<file path="config.mk">
export PLATFORM = sky130hd
export DESIGN_NAME = morse_ident_keying_detector_core_flat
export DESIGN_NICKNAME = d
export VERILOG_FILES = /design/src/hdl/mikd_pkg.sv /design/src/hdl/mikd_env_if.sv /design/src/hdl/mikd_res_if.sv /design/src/hdl/morse_ident_keying_detector_core.sv /design/src/hdl/mikd_ctrl.sv /design/src/hdl/mikd_dp.sv /design/src/flat_wrapper.sv
export VERILOG_INCLUDE_DIRS = /design/src /design/src/hdl
export SDC_FILE = /design/constraint.sdc
export NUM_CORES = 1
export LEC_CHECK = 0
export ABC_AREA = 1
export BUFFER_PORTS_ARGS = -buffer_cell sky130_fd_sc_hd__buf_2
export CAP_MARGIN = 40
export CORE_ASPECT_RATIO = 0.7
export CORE_MARGIN = 8
export CORE_UTILIZATION = 45
export CTS_CLUSTER_SIZE = 25
export DETAILED_ROUTE_END_ITERATION = 10
export GPL_ROUTABILITY_DRIVEN = 1
export SLEW_MARGIN = 25
export SYNTH_ARGS = -nofsm -noshare
export SYNTH_HDL_FRONTEND = slang
export SYNTH_SLANG_ARGS = --single-unit
</file>
<file path="constraint.sdc">
create_clock -name i_clk -period 7.1 [get_ports i_clk]
set_input_delay 1.065 -clock i_clk [delete_from_list [all_inputs] [get_ports i_clk]]
set_output_delay 1.065 -clock i_clk [all_outputs]
set_load 0.01 [all_outputs]
</file>
<file path="src/hdl/assert_macros.svh">
// ----------------------------------------------------------------------------
// assertion macros
// concurrent checks that vanish when SYNTH is defined
// ----------------------------------------------------------------------------
`ifndef ASSERT_MACROS_SVH
`define ASSERT_MACROS_SVH

`ifndef SYNTH

// expression must hold at every clock edge out of reset
`define ASSERT_ALWAYS(lbl, clk, rst_n, expr, msg) \
    lbl: assert property (@(posedge clk) disable iff (!rst_n) (expr)) else $error(msg);

// antecedent in one cycle implies consequent in the same cycle
`define ASSERT_IMPLIES(lbl, clk, rst_n, ante, cons, msg) \
    lbl: assert property (@(posedge clk) disable iff (!rst_n) (ante) |-> (cons)) else $error(msg);

// antecedent in one cycle implies consequent in the next cycle
`define ASSERT_NEXT(lbl, clk, rst_n, ante, cons, msg) \
    lbl: assert property (@(posedge clk) disable iff (!rst_n) (ante) |=> (cons)) else $error(msg);

`else

`define ASSERT_ALWAYS(lbl, clk, rst_n, expr, msg)
`define ASSERT_IMPLIES(lbl, clk, rst_n, ante, cons, msg)
`define ASSERT_NEXT(lbl, clk, rst_n, ante, cons, msg)

`endif

`endif

</file>
<file path="src/hdl/mikd_pkg.sv">
// ----------------------------------------------------------------------------
// mikd_pkg
// shared widths, codes and controller/datapath handshake types
// ----------------------------------------------------------------------------
`default_nettype none

package mikd_pkg;

    // field widths
    localparam int ENV_W   = 16;
    localparam int SYM_W   = 3;
    localparam int CNT_W   = 16;
    localparam int RUN_W   = 24;
    localparam int THR_W   = 8;
    localparam int CFG_W   = 16;
    localparam int CFG_IDX_W = 2;

    // default number of half-dot bins
    localparam int NUM_BINS_DEF = 8;

    // register indexes
    localparam logic [CFG_IDX_W-1:0] CFG_FAST = 2'd0;
    localparam logic [CFG_IDX_W-1:0] CFG_SLOW = 2'd1;
    localparam logic [CFG_IDX_W-1:0] CFG_THR  = 2'd2;

    // register reset values
    localparam logic [CFG_W-1:0] FAST_RST = 16'd6000;
    localparam logic [CFG_W-1:0] SLOW_RST = 16'd8571;
    localparam logic [THR_W-1:0] THR_RST  = 8'd32;
    localparam logic [ENV_W-1:0] FLOOR_RST = 16'd7;

    // symbol codes
    localparam logic [SYM_W-1:0] SYM_NONE = 3'd0;
    localparam logic [SYM_W-1:0] SYM_DOT  = 3'd1;
    localparam logic [SYM_W-1:0] SYM_DASH = 3'd2;
    localparam logic [SYM_W-1:0] SYM_GAP  = 3'd3;
    localparam logic [SYM_W-1:0] SYM_END  = 3'd4;

    localparam logic [RUN_W-1:0] RUN_MAX = {RUN_W{1'b1}};
    localparam logic [CNT_W-1:0] CNT_MAX = {CNT_W{1'b1}};

    // commands from controller to datapath
    typedef struct packed {
        logic load;    // latch sample, update bin maximum and count
        logic scan;    // one step of the minimum scan
        logic roll;    // last scan step, close the bin
        logic mul;     // threshold product and timing limits
        logic commit;  // key decision, timer update, result out
    } t_cmd;

    // status from datapath to controller
    typedef struct packed {
        logic roll_needed;
        logic scan_last;
        logic out_free;
    } t_sts;

endpackage

`default_nettype wire

</file>
<file path="src/hdl/mikd_env_if.sv">
// ----------------------------------------------------------------------------
// mikd_env_if
// envelope sample channel
// ----------------------------------------------------------------------------
`default_nettype none

interface mikd_env_if;
    import mikd_pkg::*;

    logic             valid;
    logic             ready;
    logic [ENV_W-1:0] envelope;

    modport source (output valid, output envelope, input ready);
    modport sink   (input valid, input envelope, output ready);
endinterface

`default_nettype wire

</file>
<file path="src/hdl/mikd_res_if.sv">
// ----------------------------------------------------------------------------
// mikd_res_if
// per-sample result channel: key bit, symbol code, noise floor
// ----------------------------------------------------------------------------
`default_nettype none

interface mikd_res_if;
    import mikd_pkg::*;

    logic             valid;
    logic             ready;
    logic             key_bit;
    logic [SYM_W-1:0] symbol;
    logic [ENV_W-1:0] noise_floor;

    modport source (output valid, output key_bit, output symbol, output noise_floor,
                    input ready);
    modport sink   (input valid, input key_bit, input symbol, input noise_floor,
                    output ready);
endinterface

`default_nettype wire

</file>
<file path="src/hdl/morse_ident_keying_detector_core.sv">
// Morse ident keying detector. Each envelope sample is taken in the idle state
// and passes through the multiply and decision states before its result is
// registered; when it closes a half-dot bin, a scan state first finds the noise
// floor by scanning the bin maxima one per clock. No new sample is taken until
// the last one is through its decision step. The result register lets the next
// sample be taken while a result still waits downstream; its decision step then
// stalls until that result is transferred. The user must write registers through
// the plain write port while no sample is in flight; the block does not enforce it.
// ----------------------------------------------------------------------------
// morse_ident_keying_detector_core
// key detection against a tracked noise floor with dot/dash/gap timing
// ----------------------------------------------------------------------------
`default_nettype none

`include "assert_macros.svh"

module morse_ident_keying_detector_core #(
    parameter int NUM_BINS = mikd_pkg::NUM_BINS_DEF
) (
    input  wire                              i_clk,
    input  wire                              i_rst_n,
    mikd_env_if.sink                         i_env_ch,
    mikd_res_if.source                       o_res_ch,
    input  wire                              i_cfg_we,
    input  wire [mikd_pkg::CFG_IDX_W-1:0]    i_cfg_idx,
    input  wire [mikd_pkg::CFG_W-1:0]        i_cfg_data
);
    import mikd_pkg::*;

    t_cmd cmd;
    t_sts sts;
    logic in_ready;

    // sequencer
    mikd_ctrl u_ctrl (
        .i_clk      (i_clk),
        .i_rst_n    (i_rst_n),
        .i_in_valid (i_env_ch.valid),
        .o_in_ready (in_ready),
        .i_sts      (sts),
        .o_cmd      (cmd)
    );

    // datapath
    mikd_dp #(
        .NUM_BINS (NUM_BINS)
    ) u_dp (
        .i_clk      (i_clk),
        .i_rst_n    (i_rst_n),
        .i_cmd      (cmd),
        .o_sts      (sts),
        .i_envelope (i_env_ch.envelope),
        .i_cfg_we   (i_cfg_we),
        .i_cfg_idx  (i_cfg_idx),
        .i_cfg_data (i_cfg_data),
        .o_res_ch   (o_res_ch)
    );

    assign i_env_ch.ready = in_ready;

    // checks
    `ASSERT_NEXT(a_one_in_flight, i_clk, i_rst_n, i_env_ch.valid && i_env_ch.ready, !i_env_ch.ready, "sample taken while busy")
    `ASSERT_IMPLIES(a_commit_free, i_clk, i_rst_n, cmd.commit, sts.out_free, "result overwritten")
    `ASSERT_IMPLIES(a_valid_rise, i_clk, i_rst_n, $rose(o_res_ch.valid), $past(cmd.commit), "result without decision")
    `ASSERT_IMPLIES(a_floor_nonzero, i_clk, i_rst_n, o_res_ch.valid, o_res_ch.noise_floor != '0, "zero noise floor")

endmodule

`default_nettype wire

</file>
<file path="src/hdl/mikd_ctrl.sv">
// ----------------------------------------------------------------------------
// mikd_ctrl
// sequencer: accept, optional bin minimum scan, multiply, decide and issue
// ----------------------------------------------------------------------------
`default_nettype none

module mikd_ctrl (
    input  wire                  i_clk,
    input  wire                  i_rst_n,
    input  wire                  i_in_valid,
    output logic                 o_in_ready,
    input  wire mikd_pkg::t_sts  i_sts,
    output mikd_pkg::t_cmd       o_cmd
);
    import mikd_pkg::*;

    typedef enum logic [1:0] {
        S_IDLE,
        S_SCAN,
        S_MUL,
        S_DEC
    } t_state;

    t_state r_state;
    t_state n_state;

    // next state and commands
    always_comb begin
        n_state    = r_state;
        o_cmd      = '0;
        o_in_ready = 1'b0;
        unique case (r_state)
            S_IDLE: begin
                o_in_ready = 1'b1;
                if (i_in_valid) begin
                    o_cmd.load = 1'b1;
                    n_state    = i_sts.roll_needed ? S_SCAN : S_MUL;
                end
            end
            S_SCAN: begin
                o_cmd.scan = 1'b1;
                if (i_sts.scan_last) begin
                    o_cmd.roll = 1'b1;
                    n_state    = S_MUL;
                end
            end
            S_MUL: begin
                o_cmd.mul = 1'b1;
                n_state   = S_DEC;
            end
            S_DEC: begin
                // hold until the result register can take the transfer
                if (i_sts.out_free) begin
                    o_cmd.commit = 1'b1;
                    n_state      = S_IDLE;
                end
            end
            default: n_state = S_IDLE;
        endcase
    end

    // state register
    always_ff @(posedge i_clk) begin
        if (!i_rst_n) begin
            r_state <= S_IDLE;
        end else begin
            r_state <= n_state;
        end
    end

endmodule

`default_nettype wire

</file>
<file path="src/hdl/mikd_dp.sv">
// ----------------------------------------------------------------------------
// mikd_dp
// datapath: bin maxima, noise floor, key threshold, mark/space timer
// ----------------------------------------------------------------------------
`default_nettype none

module mikd_dp #(
    parameter int NUM_BINS = mikd_pkg::NUM_BINS_DEF
) (
    input  wire                              i_clk,
    input  wire                              i_rst_n,
    input  wire mikd_pkg::t_cmd              i_cmd,
    output mikd_pkg::t_sts                   o_sts,
    input  wire [mikd_pkg::ENV_W-1:0]        i_envelope,
    input  wire                              i_cfg_we,
    input  wire [mikd_pkg::CFG_IDX_W-1:0]    i_cfg_idx,
    input  wire [mikd_pkg::CFG_W-1:0]        i_cfg_data,
    mikd_res_if.source                       o_res_ch
);
    import mikd_pkg::*;

    localparam int IW = $clog2(NUM_BINS);
    localparam logic [IW-1:0] LAST_BIN = IW'(NUM_BINS - 1);

    // configuration
    logic [CFG_W-1:0] r_fast;
    logic [CFG_W-1:0] r_slow;
    logic [THR_W-1:0] r_thr;

    // bin tracking; the current bin's maximum lives in r_cur_max
    logic [ENV_W-1:0] r_bins [NUM_BINS];
    logic [ENV_W-1:0] r_cur_max;
    logic [IW-1:0]    r_bin_idx;
    logic [CNT_W-1:0] r_count;
    logic [ENV_W-1:0] r_floor;

    // key timing
    logic             r_prev_key;
    logic [RUN_W-1:0] r_run;
    logic             r_pending;

    // working registers
    logic [ENV_W-1:0] r_env;
    logic [IW-1:0]    r_scan_idx;
    logic [ENV_W-1:0] r_min;
    logic [RUN_W-1:0] r_prod;
    logic [18:0]      r_lim7;
    logic [18:0]      r_lim5;
    logic [19:0]      r_lim10;
    logic [26:0]      r_run5;

    // result register
    logic             r_o_valid;
    logic             r_o_key;
    logic [SYM_W-1:0] r_o_sym;
    logic [ENV_W-1:0] r_o_floor;

    // sample count and rollover test
    logic [CNT_W-1:0] count_inc;
    logic             roll_needed;
    assign count_inc   = (r_count == CNT_MAX) ? r_count : r_count + 1'b1;
    assign roll_needed = count_inc >= {1'b0, r_fast[CFG_W-1:1]};

    // minimum scan step
    logic [ENV_W-1:0] scan_val;
    logic [ENV_W-1:0] min_next;
    logic [IW-1:0]    bin_next;
    assign scan_val = (r_scan_idx == r_bin_idx) ? r_cur_max : r_bins[r_scan_idx];
    assign min_next = (scan_val < r_min) ? scan_val : r_min;
    assign bin_next = (r_bin_idx == LAST_BIN) ? '0 : r_bin_idx + 1'b1;

    // threshold product
    logic [RUN_W-1:0] prod_w;
    assign prod_w = RUN_W'(r_thr) * RUN_W'(r_floor);

    // key decision and timer update
    logic             key;
    logic [RUN_W-1:0] run_inc;
    logic [SYM_W-1:0] sym;
    logic [RUN_W-1:0] run_new;
    logic             pend_new;
    assign key     = {4'b0, r_env, 4'b0} >= r_prod;
    assign run_inc = (r_run == RUN_MAX) ? r_run : r_run + 1'b1;

    always_comb begin
        sym      = SYM_NONE;
        run_new  = r_run;
        pend_new = r_pending;
        priority if (!r_prev_key && key) begin
            // mark begins: long space ends the ident, medium one ends a letter
            if (r_run > {5'b0, r_lim7}) begin
                if (r_pending) begin
                    sym      = SYM_END;
                    pend_new = 1'b0;
                end
            end else if ({r_run, 1'b0} > {6'b0, r_lim5}) begin
                sym = SYM_GAP;
            end
            run_new = '0;
        end else if (key) begin
            run_new = run_inc;
        end else if (r_prev_key) begin
            // mark ends: classify its length
            if (r_run > {7'b0, r_fast, 1'b0}) begin
                sym      = SYM_DASH;
                pend_new = 1'b1;
            end else if (r_run5 > {11'b0, r_fast}) begin
                sym      = SYM_DOT;
                pend_new = 1'b1;
            end
            run_new = '0;
        end else begin
            // quiet timeout
            run_new = run_inc;
            if (run_inc > {4'b0, r_lim10}) begin
                if (r_pending) begin
                    sym      = SYM_END;
                    pend_new = 1'b0;
                end
                run_new = '0;
            end
        end
    end

    // status
    assign o_sts.roll_needed = roll_needed;
    assign o_sts.scan_last   = r_scan_idx == LAST_BIN;
    assign o_sts.out_free    = !r_o_valid || o_res_ch.ready;

    // state with reset
    always_ff @(posedge i_clk) begin
        if (!i_rst_n) begin
            r_fast     <= FAST_RST;
            r_slow     <= SLOW_RST;
            r_thr      <= THR_RST;
            for (int i = 0; i < NUM_BINS; i++) begin
                r_bins[i] <= '0;
            end
            r_cur_max  <= '0;
            r_bin_idx  <= '0;
            r_count    <= '0;
            r_floor    <= FLOOR_RST;
            r_prev_key <= 1'b0;
            r_run      <= '0;
            r_pending  <= 1'b0;
            r_o_valid  <= 1'b0;
        end else begin
            // register writes, unknown indexes ignored
            if (i_cfg_we) begin
                unique case (i_cfg_idx)
                    CFG_FAST: r_fast <= i_cfg_data;
                    CFG_SLOW: r_slow <= i_cfg_data;
                    CFG_THR:  r_thr  <= i_cfg_data[THR_W-1:0];
                    default:  ;
                endcase
            end
            // sample intake
            if (i_cmd.load) begin
                if (i_envelope > r_cur_max) begin
                    r_cur_max <= i_envelope;
                end
                r_count <= roll_needed ? '0 : count_inc;
            end
            // close the bin at the end of the scan
            if (i_cmd.roll) begin
                r_floor            <= (min_next == '0) ? ENV_W'(1) : min_next;
                r_bins[r_bin_idx]  <= r_cur_max;
                r_cur_max          <= '0;
                r_bin_idx          <= bin_next;
            end
            // decision
            if (i_cmd.commit) begin
                r_prev_key <= key;
                r_run      <= run_new;
                r_pending  <= pend_new;
            end
            // result transfer
            if (i_cmd.commit) begin
                r_o_valid <= 1'b1;
            end else if (o_res_ch.ready) begin
                r_o_valid <= 1'b0;
            end
        end
    end

    // working and payload registers
    always_ff @(posedge i_clk) begin
        if (i_cmd.load) begin
            r_env      <= i_envelope;
            r_scan_idx <= '0;
            r_min      <= {ENV_W{1'b1}};
        end
        if (i_cmd.scan) begin
            r_scan_idx <= r_scan_idx + 1'b1;
            r_min      <= min_next;
        end
        if (i_cmd.mul) begin
            r_prod  <= prod_w;
            r_lim7  <= {r_fast, 3'b0} - {3'b0, r_fast};
            r_lim5  <= {1'b0, r_fast, 2'b0} + {3'b0, r_fast};
            r_lim10 <= {1'b0, r_slow, 3'b0} + {3'b0, r_slow, 1'b0};
            r_run5  <= {1'b0, r_run, 2'b0} + {3'b0, r_run};
        end
        if (i_cmd.commit) begin
            r_o_key   <= key;
            r_o_sym   <= sym;
            r_o_floor <= r_floor;
        end
    end

    assign o_res_ch.valid       = r_o_valid;
    assign o_res_ch.key_bit     = r_o_key;
    assign o_res_ch.symbol      = r_o_sym;
    assign o_res_ch.noise_floor = r_o_floor;

endmodule

`default_nettype wire
</file>
<file path="src/flat_wrapper.sv">
// flat-port wrapper written by rule: the top's interface ports become plain ports
module morse_ident_keying_detector_core_flat import mikd_pkg::*;
#(
    parameter int NUM_BINS = mikd_pkg::NUM_BINS_DEF
)
  (i_clk, i_rst_n, i_cfg_we, i_cfg_idx, i_cfg_data, i_env_ch_valid, i_env_ch_envelope, i_env_ch_ready, o_res_ch_valid, o_res_ch_key_bit, o_res_ch_symbol, o_res_ch_noise_floor, o_res_ch_ready);
  mikd_env_if i_env_ch_i ();
  mikd_res_if o_res_ch_i ();
  input  wire i_clk;
  input  wire i_rst_n;
  input  wire i_cfg_we;
  input  wire [mikd_pkg::CFG_IDX_W-1:0] i_cfg_idx;
  input  wire [mikd_pkg::CFG_W-1:0] i_cfg_data;
  input wire logic [$bits(i_env_ch_i.valid)-1:0] i_env_ch_valid;
  input wire logic [$bits(i_env_ch_i.envelope)-1:0] i_env_ch_envelope;
  output wire logic [$bits(i_env_ch_i.ready)-1:0] i_env_ch_ready;
  output wire logic [$bits(o_res_ch_i.valid)-1:0] o_res_ch_valid;
  output wire logic [$bits(o_res_ch_i.key_bit)-1:0] o_res_ch_key_bit;
  output wire logic [$bits(o_res_ch_i.symbol)-1:0] o_res_ch_symbol;
  output wire logic [$bits(o_res_ch_i.noise_floor)-1:0] o_res_ch_noise_floor;
  input wire logic [$bits(o_res_ch_i.ready)-1:0] o_res_ch_ready;
  assign i_env_ch_i.valid = i_env_ch_valid;
  assign i_env_ch_i.envelope = i_env_ch_envelope;
  assign i_env_ch_ready = i_env_ch_i.ready;
  assign o_res_ch_valid = o_res_ch_i.valid;
  assign o_res_ch_key_bit = o_res_ch_i.key_bit;
  assign o_res_ch_symbol = o_res_ch_i.symbol;
  assign o_res_ch_noise_floor = o_res_ch_i.noise_floor;
  assign o_res_ch_i.ready = o_res_ch_ready;
  morse_ident_keying_detector_core #(.NUM_BINS(NUM_BINS)) u_core (.i_clk(i_clk), .i_rst_n(i_rst_n), .i_env_ch(i_env_ch_i), .o_res_ch(o_res_ch_i), .i_cfg_we(i_cfg_we), .i_cfg_idx(i_cfg_idx), .i_cfg_data(i_cfg_data));
endmodule
</file>
==> impl_metrics.tcl <==
set metrics [dict create \
    grt_overflow_total 0 \
    synth.cell_area_mm2 0.0269 \
    cp_slowest_cell "dfxtp_1" \
    dr.pass1.iters 6 \
    fp.dieW_um 308 \
    cp_data_arrival_time_ns 5.95 \
    synth_simple_gate_area_frac 0.163 \
    startpoint_type "flip-flop" \
    finalSetupViolations 0 \
    cap_violations 0 \
    ant_nets 0 \
    ys_seq_area_frac 0.415 \
    design.core.area_mm2 0.0596 \
    fmax_mhz 178 \
    cts.sinks 413 \
    clkTransAtPathRegs_ns 0.07 \
    r2r_slack_ns 1.48 \
    syn_inst 3071 \
    fin_crit_sh 0.792 \
    hold_class "reg -> reg" \
    syn2layout_area_growth_pct 10.1 \
    power_leakage_uw 0.0138 \
    cts-htree-levels 2 \
    max_stage_delay_ns 0.75 \
    vias 20900 \
    synth_area_per_cell_um2 8.77 \
    cp_max_fo 17 \
    routed_wl_um 72600 \
    die_y_um 221 \
    port_buffers 60 \
    yosys-top-cells-area "edfxtp_1 (32%), ha_1 (12%), dfxtp_1 (9.1%)" \
    synthTopCellsByCount "nand2_1 (540), inv_1 (478), nor2_1 (307), edfxtp_1 (290), ha_1 (268)" \
    nets 3484 \
    skew_ns 0.0265 \
    synthMuxAreaShare 0 \
    hpwl_um 53600 \
    synthArstFlopShare 0 \
    post_cts_buffers 0 \
    maxSlewHeadroom 0.438 \
    grt_pass1_wl_um 115000 \
    critical_path_class "reg -> reg" \
    die-area_mm2 0.0681 \
    drt_iter0_drc 1726 \
    antenna_found_initial 3 \
    hold_depth 0 \
    min_to "u_core.u_dp.r_lim10[1]" \
    synth_compound_area_frac 0.108 \
    reg2reg_to "u_core.u_dp.r_prod[23]" \
    drv_slew 0 \
    fin_util 0.498 \
    drive_above_1_share 0.0614 \
    synth_seq_cells 413 \
    rsz0062_at_grt "no" \
    yosys.area_share.adder 0.189 \
    total_power_uw 8170 \
    path_cells "nand2_1 -> fa_1 -> fa_1 -> inv_1 -> fa_1 -> inv_1 -> fa_1 -> inv_1 -> ha_1 -> nand2_1 -> o21ai_0 -> nor2_1 -> o21ai_0 -> a21oi_1 -> o221ai_1 -> a21boi_0 -> o21ai_0 -> a21oi_1 -> xor2_1" \
    synth_edf_count 290 \
    drc 0 \
    wl_per_cell_um 18.5 \
    io_pins 61 \
    cp-end-kind "flip-flop" \
    cts.repair.resized 0 \
    synthesis.nets 3465 \
    critPathMostFrequentCell "fa_1" \
    finalCriticalPeriod_ns 5.62 \
    gp_congestion 0.888 \
    reg2regPathDepth 19 \
    synth.distinct_cells 54 \
    via_per_inst 5.32 \
    synth_xor_area_frac 0.0393 \
    tightest_slew_ns 0.841 \
    synthFlopType "edfxtp_1" \
    synth_top_area_frac 0.323 \
    cts_root_buf "clkbuf_16" \
    cts_tree "done" \
    worstHoldStart "u_core.u_dp.r_slow[0]" \
    status "finished, final reports clean" \
    track_usage 0.213 \
    reg2reg_from "u_core.u_dp.r_thr[7]" \
    required_ns 7.42 \
    cts.path.max_buffers 3 \
    power_density_mw_per_mm2 275 \
    finalSetupTns_ns 0 \
    clk_latency_ns 0.60 \
    yosys_warnings 0 \
    synth.most_common_cell "nand2_1" \
    cts_hold_buf 0 \
    initial_core_util 0.452 \
    vdd_drop_max_uv 166 \
    antennaDiodeCount 0 \
    final-hold-violation-count 0 \
    rows 75 \
    synth_top_family_by_area "adder cells" \
    cts_made_buffers 45 \
    grt_max_degree 73 \
    grt_pass1_vias 20600 \
    yosys.area.top_type "edfxtp_1" \
]
## logic make-up after synthesis
logic type	count (synthesis)
and+or+nand+nor	1056
DFF	413
adders and majority gates	355
buffers and inverters	610
AOI/OAI and AO/OA	517
xor gates and xnor gates	120
## final cells by class
cell class / instances / area, µm²
timing repair buffer: 87 / 614
tap: 808 / 1010
inverter: 495 / 1860
multi-input combinational: 2048 / 13500
clock buffer: 60 / 1220
sequential: 413 / 11200
fill: 5588 / 29900
clock inverter: 23 / 322
## metal layers
layer / wire (µm) / global-route usage / share of wire
met2: 30300 / 0.319 / 0.42
met4: 1430 / 0.0520 / 0.020
met3: 4960 / 0.0314 / 0.068
met1: 36000 / 0.322 / 0.50
met5: 13 / 0 / 0.00018
## critical path: cells and delay by family (launching register included)
kind	cells	cell delay [ns]
AO/OA/AOI/OAI	7	1.46
XOR/XNOR	1	0.14
adder cells (fa/ha/maj)	5	2.49
buffers and inverters	3	0.16
flip-flops	1	0.75
AND/OR/NAND/NOR	3	0.33
## cell usage in the layout, fill, tap and decap left out, drive strengths merged, types with 3 or more instances in the layout
cell type / count
nand2: 546
inv: 493
nor2: 312
edfxtp: 290
ha: 268
a21oi: 232
o21ai: 178
dfxtp: 123
nand3: 118
xor2: 89
fa: 87
buf: 87
clkbuf: 60
xnor2: 31
nand4: 29
o221ai: 28
nor3: 25
o211ai: 24
clkinv: 17
a211oi: 12
nor4: 11
o22ai: 8
a31oi: 7
o21bai: 7
bufinv: 7
o21a: 5
a221oi: 4
a21boi: 3
nand3b: 3
## flip-flops by register name (all words and copies together) (netlist names), 2 cells and up, named ones only
signal / flops
u_core.u_dp.r_bins: 128
u_core.u_dp.r_run5: 27
u_core.u_dp.r_prod: 24
u_core.u_dp.r_run: 24
u_core.u_dp.r_lim10: 19
u_core.u_dp.r_lim7: 19
u_core.u_dp.r_lim5: 18
u_core.u_dp.o_res_ch.noise_floor: 16
u_core.u_dp.r_count: 16
u_core.u_dp.r_cur_max: 16
u_core.u_dp.r_env: 16
u_core.u_dp.r_fast: 16
u_core.u_dp.r_floor: 16
u_core.u_dp.r_min: 16
u_core.u_dp.r_slow: 16
u_core.u_dp.r_thr: 8
u_core.u_dp.o_res_ch.symbol: 3
u_core.u_dp.r_bin_idx: 3
u_core.u_dp.r_scan_idx: 3
u_core.u_ctrl.r_state: 2
## metrics by stage
| step | std cells | setup WS (ns) | hold WS, ns | area [µm²] |
|---|---|---|---|---|
| after global placement | 3837 | 1.53 | 0.456 | 27900 |
| after floorplan | 3071 | 1.91 | 0.406 | 26900 |
| final | 3934 | 1.48 | 0.481 | 29700 |
| after global routing | 3934 | 1.18 | 0.507 | 29700 |
| after detailed placement | 3843 | 1.50 | 0.469 | 28000 |
| after CTS | 3926 | 1.47 | 0.485 | 29500 |
## worst max path at each step
stage,to,start,cells after the start
after detailed placement,u_core.u_dp.r_prod[23],u_core.u_dp.r_thr[7],19
final,u_core.u_dp.r_prod[23],u_core.u_dp.r_thr[7],19
after global placement,u_core.u_dp.r_prod[23],u_core.u_dp.r_thr[7],19
after CTS,u_core.u_dp.r_prod[23],u_core.u_dp.r_thr[7],19
after floorplan,u_core.u_dp.r_prod[23],u_core.u_dp.r_thr[7],21
after global routing,u_core.u_dp.r_prod[23],u_core.u_dp.r_thr[7],19
## report_power, final
| group | internal [µW] | total (µW) | switching [µW] |
|---|---|---|---|
| logic | 749 | 2480 | 1730 |
| registers | 3010 | 3180 | 171 |
| clock network | 1480 | 2510 | 1030 |
| total | 5240 | 8170 | 2930 |
No activity file was read; power rests on OpenSTA's default activity.
